<file path="src/hw/rtl/lpsbe_pkg.sv">
// Shared constants and channel scale/encode functions for the LED pixel SPI encoder.
`default_nettype none

package lpsbe_pkg;

    localparam int unsigned CHAN_W          = 8;
    localparam int unsigned PIXEL_W         = 3 * CHAN_W;
    localparam int unsigned ENC_CHAN_W      = 3 * CHAN_W;
    localparam int unsigned ENC_PIXEL_W     = 3 * ENC_CHAN_W;
    localparam int unsigned PIXEL_BYTES     = 9;
    localparam int unsigned RESET_BYTES_DEF = 24;

    localparam logic [CHAN_W-1:0] BRIGHT_FULL = 8'hFF;

    // Three-bit line codes for one data bit.
    localparam logic [2:0] ENC_ONE  = 3'b110;
    localparam logic [2:0] ENC_ZERO = 3'b100;

    typedef logic [CHAN_W-1:0]      chan_t;
    typedef logic [ENC_CHAN_W-1:0]  enc_chan_t;
    typedef logic [ENC_PIXEL_W-1:0] enc_pixel_t;

    // floor(v * b / 255) via (p + 1 + (p >> 8)) >> 8, exact for p <= 65534.
    function automatic chan_t scale_channel(input chan_t v, input chan_t b);
        logic [15:0] prod;
        logic [16:0] sum;
        prod = 16'(v) * 16'(b);
        sum  = {1'b0, prod} + 17'd1 + {9'd0, prod[15:8]};
        return sum[15:8];
    endfunction

    // MSB of the channel lands in the top three bits.
    function automatic enc_chan_t encode_channel(input chan_t v);
        enc_chan_t code;
        for (int i = 0; i < CHAN_W; i++) begin
            code[3*i +: 3] = v[i] ? ENC_ONE : ENC_ZERO;
        end
        return code;
    endfunction

endpackage

`default_nettype wire

</file>
<file path="src/hw/rtl/lpsbe_pixel_enc.sv">
// Scales one pixel by brightness and encodes it into nine SPI bytes (G, R, B order).
`default_nettype none

module lpsbe_pixel_enc
    import lpsbe_pkg::*;
(
    input  wire chan_t      red,
    input  wire chan_t      green,
    input  wire chan_t      blue,
    input  wire chan_t      brightness,
    output enc_pixel_t      enc_pixel
);

    chan_t red_s;
    chan_t green_s;
    chan_t blue_s;

    assign red_s   = scale_channel(red, brightness);
    assign green_s = scale_channel(green, brightness);
    assign blue_s  = scale_channel(blue, brightness);

    // Green goes out first, so it sits in the top bytes.
    assign enc_pixel = {encode_channel(green_s), encode_channel(red_s), encode_channel(blue_s)};

endmodule

`default_nettype wire

</file>
<file path="src/hw/rtl/led_pixel_spi_bit_encoder.sv">
// Top level of the LED pixel SPI bit encoder: pixel register, encoder and byte shifter.
`default_nettype none

// Takes one pixel per input beat (red, green, blue, tlast = last pixel of the
// frame), scales each channel by brightness as floor(value*brightness/255) and
// emits nine SPI bytes per pixel in green, red, blue order, each data bit coded
// MSB first as 110 (one) or 100 (zero). A pixel with tlast set is followed by
// RESET_BYTES zero bytes for the latch gap. m_tlast marks the final byte that a
// pixel produces. Output runs at one byte per cycle while m_tready is high; the
// single output byte shifter sends the nine bytes, plus RESET_BYTES after the
// last pixel of a frame. A pixel register in front of the shifter takes the
// next pixel while the current one is still going out, so with m_tready held
// high bytes leave with no gaps; each pixel goes from that register into the
// shifter. brightness resets to 255 (full scale) and is written through
// brightness_we / brightness_wdata; write it only while the block is idle.

module led_pixel_spi_bit_encoder
    import lpsbe_pkg::*;
#(
    parameter int unsigned RESET_BYTES = RESET_BYTES_DEF
) (
    input  wire         aclk,
    input  wire         aresetn,

    // brightness register write
    input  wire         brightness_we,
    input  wire  [7:0]  brightness_wdata,

    // pixel input
    input  wire         s_tvalid,
    output logic        s_tready,
    input  wire  [23:0] s_tdata,    // [7:0] red, [15:8] green, [23:16] blue
    input  wire         s_tlast,    // last pixel of the frame

    // SPI byte output
    output logic        m_tvalid,
    input  wire         m_tready,
    output logic [7:0]  m_tdata,    // [7:0] spi byte
    output logic        m_tlast     // final byte for this pixel
);

    localparam int unsigned TOTAL_MAX = PIXEL_BYTES + RESET_BYTES;
    localparam int unsigned CNT_W     = $clog2(TOTAL_MAX);

    localparam logic [CNT_W-1:0] LAST_PLAIN = CNT_W'(PIXEL_BYTES - 1);
    localparam logic [CNT_W-1:0] LAST_FRAME = CNT_W'(TOTAL_MAX - 1);

    // Config
    chan_t brightness_reg;

    always_ff @(posedge aclk) begin
        if (!aresetn) begin
            brightness_reg <= BRIGHT_FULL;
        end else if (brightness_we) begin
            brightness_reg <= brightness_wdata;
        end
    end

    // Pixel holding register
    logic                pix_valid_reg;
    logic                pix_valid_next;
    logic [PIXEL_W-1:0]  pix_data_reg;
    logic                pix_last_reg;

    // Output shifter
    logic                out_valid_reg;
    logic                out_valid_next;
    enc_pixel_t          shift_reg;
    enc_pixel_t          shift_next;
    logic [CNT_W-1:0]    remain_reg;
    logic [CNT_W-1:0]    remain_next;

    logic       in_beat;
    logic       out_beat;
    logic       out_done;
    logic       shifter_free;
    logic       load;
    enc_pixel_t enc_pixel;

    assign in_beat      = s_tvalid && s_tready;
    assign out_beat     = out_valid_reg && m_tready;
    assign out_done     = out_beat && (remain_reg == '0);
    assign shifter_free = !out_valid_reg || out_done;
    assign load         = pix_valid_reg && shifter_free;

    assign s_tready = !pix_valid_reg || shifter_free;

    lpsbe_pixel_enc u_enc (
        .red        (pix_data_reg[7:0]),
        .green      (pix_data_reg[15:8]),
        .blue       (pix_data_reg[23:16]),
        .brightness (brightness_reg),
        .enc_pixel  (enc_pixel)
    );

    always_comb begin
        pix_valid_next = pix_valid_reg;
        if (in_beat) begin
            pix_valid_next = 1'b1;
        end else if (load) begin
            pix_valid_next = 1'b0;
        end
    end

    always_ff @(posedge aclk) begin
        if (!aresetn) begin
            pix_valid_reg <= 1'b0;
        end else begin
            pix_valid_reg <= pix_valid_next;
        end
    end

    always_ff @(posedge aclk) begin
        if (in_beat) begin
            pix_data_reg <= s_tdata;
            pix_last_reg <= s_tlast;
        end
    end

    // Shift in zeros: once the nine pixel bytes are out, the reset gap
    // bytes come out as zero with no extra muxing.
    always_comb begin
        out_valid_next = out_valid_reg;
        shift_next     = shift_reg;
        remain_next    = remain_reg;
        if (load) begin
            out_valid_next = 1'b1;
            shift_next     = enc_pixel;
            remain_next    = pix_last_reg ? LAST_FRAME : LAST_PLAIN;
        end else if (out_done) begin
            out_valid_next = 1'b0;
        end else if (out_beat) begin
            shift_next  = {shift_reg[ENC_PIXEL_W-9:0], 8'h00};
            remain_next = remain_reg - CNT_W'(1);
        end
    end

    always_ff @(posedge aclk) begin
        if (!aresetn) begin
            out_valid_reg <= 1'b0;
            remain_reg    <= '0;
        end else begin
            out_valid_reg <= out_valid_next;
            remain_reg    <= remain_next;
        end
    end

    always_ff @(posedge aclk) begin
        shift_reg <= shift_next;
    end

    assign m_tvalid = out_valid_reg;
    assign m_tdata  = shift_reg[ENC_PIXEL_W-1 -: 8];
    assign m_tlast  = (remain_reg == '0);

endmodule

`default_nettype wire

</file>
<file path="config.mk">
export PLATFORM = sky130hd
export DESIGN_NAME = led_pixel_spi_bit_encoder
export DESIGN_NICKNAME = d
export VERILOG_FILES = /design/src/hw/rtl/lpsbe_pkg.sv /design/src/hw/rtl/lpsbe_pixel_enc.sv /design/src/hw/rtl/led_pixel_spi_bit_encoder.sv
export SDC_FILE = /design/constraint.sdc
export NUM_CORES = 1
export LEC_CHECK = 0
export BUFFER_PORTS_ARGS = -buffer_cell sky130_fd_sc_hd__buf_2
export CORE_MARGIN = 2
export CORE_UTILIZATION = 60
export CTS_CLUSTER_SIZE = 12
export DETAILED_ROUTE_END_ITERATION = 10
export GPL_TIMING_DRIVEN = 0
export PLACE_DENSITY_LB_ADDON = 0.08
export SLEW_MARGIN = 20
export SYNTH_ARGS = -nofsm -noshare
export SYNTH_HDL_FRONTEND = slang
export SYNTH_SLANG_ARGS = --single-unit
</file>
<file path="constraint.sdc">
create_clock -name aclk -period 18.96 [get_ports aclk]
set_clock_uncertainty 0.1 [all_clocks]
set_input_delay 0.948 -clock aclk [delete_from_list [all_inputs] [get_ports aclk]]
set_output_delay 0.948 -clock aclk [all_outputs]
set_load 0.05 [all_outputs]
</file>
==> impl_metrics.py <==
metrics = {
    "status": {
        "run_status": "completed",
    },
    "floorplanning": {
        "placement_rows": 50,
        "die_h_microns": 142,
        "ios": 49,
        "die-area_sq_mm": 0.0202,
        "floorplan.initialDensity": 0.612,
        "dieWidth_microns": 142,
        "floorplan.core_area_sq_mm": 0.0187,
    },
    "synthesis": {
        "post_synth_instance_area_sq_mm": 0.0114,
        "synth_largest_type_area_fraction": 0.236,
        "ys_seq_area_frac": 0.264,
        "async_reset_ff_frac": 0,
        "synth.lib_cells_used.distinct": 77,
        "synth.top_cells.by_area": "sky130_fd_sc_hd__edfxtp_1 24%, sky130_fd_sc_hd__fa_1 19%, sky130_fd_sc_hd__ha_1 14%",
        "syn_area_per_cell_sq_um": 10.0,
        "synth-edff-count": 90,
        "synth.yosys.warnings": 0,
        "yosys.area.top_type": "sky130_fd_sc_hd__edfxtp_1",
        "postSynthNetCount": 1417,
        "yosys_register_bits": 106,
        "netlist_instances": 1142,
        "synthFlopType": "sky130_fd_sc_hd__edfxtp_1",
    },
    "sta": {
        "timing.final.crit_share": 0.422,
        "rsz_0062_raised_after_global_routing": "no",
        "timing_worst_slew_pin_value_ns": 0.750,
        "final_slew_violations": 0,
        "setup_viol": 0,
        "final_hold_viol_count": 0,
        "max-slew-margin-rel": 0.500,
        "totalNegativeSetupSlack_ns": 0,
        "maxClockFrequency_mhz": 125,
        "setup_slack_ns": 10.97,
        "final_critical_path_required_period_ns": 7.99,
    },
    "worst_setup_path": {
        "worstPathMaxFanout": 10,
        "critical-path-top-cell-by-count": "sky130_fd_sc_hd__fa_1",
        "cp-start-kind": "flop",
        "critical_path.top_delay_family": "adder cells",
        "critical_path.cell_chain": "clkbuf_1, nand2_1, fa_1, fa_1, inv_1, fa_1, inv_1, fa_1, inv_1, ha_1, nand3_1, o211ai_1, o21ai_0, a21oi_1, xor2_1, ha_1, a21oi_1, and3_1, or4b_2, nand3_1, nor4_2, a211oi_2, mux2_4, a211o_1",
        "element_type_at_the_critical_path_end": "flop",
        "ff2ff_setup_slack_ns": 10.97,
        "worstSetupPathType": "flop to flop",
        "timing.critical_path.buf_inv": 4,
        "worst_path_max_delay_cell": "sky130_fd_sc_hd__clkbuf_1",
        "critPathMaxStageDelay_ns": 0.62,
        "timing.critical_path.required_ns": 18.98,
        "worstPathArrival_ns": 8.01,
    },
    "layout": {
        "largest_register_ffs": 65,
        "design.final.nets": 1477,
        "final_core_utilization": 0.661,
        "drive_above_1_share": 0.0886,
        "antenna_cells": 0,
        "area_growth_pct": 7.97,
        "fillers": 1555,
    },
    "hold_path": {
        "min_path_type": "flop to flop",
    },
    "cts": {
        "numCtsBuffers": 9,
        "cts-resized-gates": 0,
        "tritoncts": "built",
        "cts.root.buffer_cell": "sky130_fd_sc_hd__clkbuf_16",
        "cts.htree.levels": 3,
        "cts.sink_count": 106,
        "cts_setup_buffers": 0,
        "cts.path.max_buffers": 2,
        "cts_hold_repair.buffers": 0,
        "insertion_delay_ns": 0.37,
        "clkTransAtPathRegs_ns": 0.08,
    },
    "place": {
        "place_worst_setup_slack_ns": 11.03,
        "place_congestion": 0.881,
        "dp_hpwl_mm": 18.9,
        "numPortBuffers": 47,
    },
    "drt": {
        "routed-via-count": 7968,
        "antenna_violating_nets_remaining": 0,
        "drc_errors": 0,
        "detail_route.first_pass.iterations": 5,
        "drt_first_iter_violations": 400,
        "drt-wirelength-per-cell_microns": 16.6,
        "viasPerCell": 5.53,
        "postRouteWirelength_mm": 23.9,
    },
    "global_routing": {
        "gr-total-overflow": 0,
        "grt_first_pass_wirelength_mm": 40.7,
        "maximum_number_of_pins_on_one_net_before_global_route_repair": 26,
        "number_of_global_route_vias_before_repair": 8231,
        "gr-usage-all-layers": 0.259,
        "antenna_violations_before_repair": 0,
    },
    "job": {
        "maxCapViolCount": 0,
    },
}
## kinds of logic after synthesis
kind of cell,after synthesis,synth area share
XOR/XNOR,59,0.0484
AO/OA/AOI/OAI,144,0.0900
AND/OR/NAND/NOR,381,0.187
flip-flops,106,0.264
multiplexers,10,0.00929
adder cells (fa/ha/maj),239,0.332
buffers and inverters,203,0.0694
## synth_stat cells, types with 2 or more instances
library cell	n
sky130_fd_sc_hd__fa_1	108
sky130_fd_sc_hd__and4_1	2
sky130_fd_sc_hd__nor2b_1	4
sky130_fd_sc_hd__a31oi_1	2
sky130_fd_sc_hd__a2111oi_0	3
sky130_fd_sc_hd__nor3_1	7
sky130_fd_sc_hd__a211o_1	2
sky130_fd_sc_hd__o211ai_1	6
sky130_fd_sc_hd__a211o_2	2
sky130_fd_sc_hd__inv_1	164
sky130_fd_sc_hd__nand2b_1	25
sky130_fd_sc_hd__nor3b_1	3
sky130_fd_sc_hd__a211oi_1	9
sky130_fd_sc_hd__nor4_1	3
sky130_fd_sc_hd__ha_1	129
sky130_fd_sc_hd__nor4b_2	2
sky130_fd_sc_hd__or2_2	2
sky130_fd_sc_hd__or4_1	2
sky130_fd_sc_hd__xnor2_1	31
sky130_fd_sc_hd__a211oi_2	2
sky130_fd_sc_hd__and3_1	5
sky130_fd_sc_hd__nand3_1	16
sky130_fd_sc_hd__xor2_1	25
sky130_fd_sc_hd__a21o_1	10
sky130_fd_sc_hd__nand2_1	90
sky130_fd_sc_hd__o211a_1	2
sky130_fd_sc_hd__o21bai_1	2
sky130_fd_sc_hd__and2_1	186
sky130_fd_sc_hd__a21oi_1	33
sky130_fd_sc_hd__clkbuf_1	28
sky130_fd_sc_hd__edfxtp_1	90
sky130_fd_sc_hd__nor2_1	23
sky130_fd_sc_hd__mux2i_1	8
sky130_fd_sc_hd__o21a_1	11
sky130_fd_sc_hd__o31ai_4	2
sky130_fd_sc_hd__a21boi_0	2
sky130_fd_sc_hd__xor3_1	2
sky130_fd_sc_hd__o21ai_0	33
sky130_fd_sc_hd__buf_4	8
sky130_fd_sc_hd__or3_4	2
sky130_fd_sc_hd__dfxtp_1	16
sky130_fd_sc_hd__o21ai_1	5
## worst reg2reg max path: cells and delay by family (launching register included)
family | cells | cell delay [ns]
compound gates | 6 | 1.59
xor+xnor | 1 | 0.35
simple gates | 6 | 1.31
flops | 1 | 0.50
fa+ha+maj | 6 | 2.79
mux | 1 | 0.35
buf+inv | 4 | 0.77
## path summary, 6_finish.rpt
kind | startpoint | endpoint | cells past startpoint
worst max-delay path | brightness_reg[7]$_SDFFE_PN1P_ | shift_reg[28]$_DFFE_PP_ | 24
worst min-delay path | shift_reg[51]$_SDFFCE_PP0P_ | shift_reg[59]$_SDFFCE_PP1P_ | 1
worst max register to register | brightness_reg[7]$_SDFFE_PN1P_ | shift_reg[28]$_DFFE_PP_ | 24
worst min register to register | shift_reg[51]$_SDFFCE_PP0P_ | shift_reg[59]$_SDFFCE_PP1P_ | 1
## layout by cell type, fill, tap and decap left out, types with 9 or more instances in the layout
cell type / n
sky130_fd_sc_hd__a211oi_1: 9
sky130_fd_sc_hd__a21o_1: 10
sky130_fd_sc_hd__a21oi_1: 33
sky130_fd_sc_hd__and2_1: 185
sky130_fd_sc_hd__buf_2: 48
sky130_fd_sc_hd__clkbuf_1: 28
sky130_fd_sc_hd__clkbuf_16: 9
sky130_fd_sc_hd__dfxtp_1: 16
sky130_fd_sc_hd__edfxtp_1: 90
sky130_fd_sc_hd__fa_1: 108
sky130_fd_sc_hd__ha_1: 129
sky130_fd_sc_hd__inv_1: 164
sky130_fd_sc_hd__nand2_1: 90
sky130_fd_sc_hd__nand2b_1: 25
sky130_fd_sc_hd__nand3_1: 16
sky130_fd_sc_hd__nor2_1: 23
sky130_fd_sc_hd__o21a_1: 11
sky130_fd_sc_hd__o21ai_0: 32
sky130_fd_sc_hd__xnor2_1: 31
sky130_fd_sc_hd__xor2_1: 25
## per-stage QoR
stage / cells / instance area [sq um] / hold slack [ns]
5_1_grt: 1441 / 12400 / 0.413
4_1_cts: 1441 / 12400 / 0.403
2_1_floorplan: 1142 / 11400 / 0.377
3_5_place_dp: 1425 / 12000 / 0.384
6_report: 1441 / 12400 / 0.402
3_3_place_gp: 1423 / 12000 / 0.380
## layout make-up
type                    count  area [sq um]  area share
multi-input cells         833          7640       0.618
flip-flops and latches    106          3020       0.245
inverters                 164           616      0.0498
well taps                 234           293      0.0237
repair buffers             49           290      0.0235
clock buffers               9           225      0.0182
plain buffers              39           179      0.0145
clock inverters             7          91.3     0.00739
## routing by layer
metal	GRT usage	share of wire	up-vias
li1	-	-	3879
met1	0.342	0.45	3916
met2	0.451	0.49	141
met3	0.0296	0.036	32
met4	0.0763	0.023	0
met5	0	0	-
Power is not shown: default switching activity piles up to over one toggle a cycle in this logic, so the estimate is an artifact.
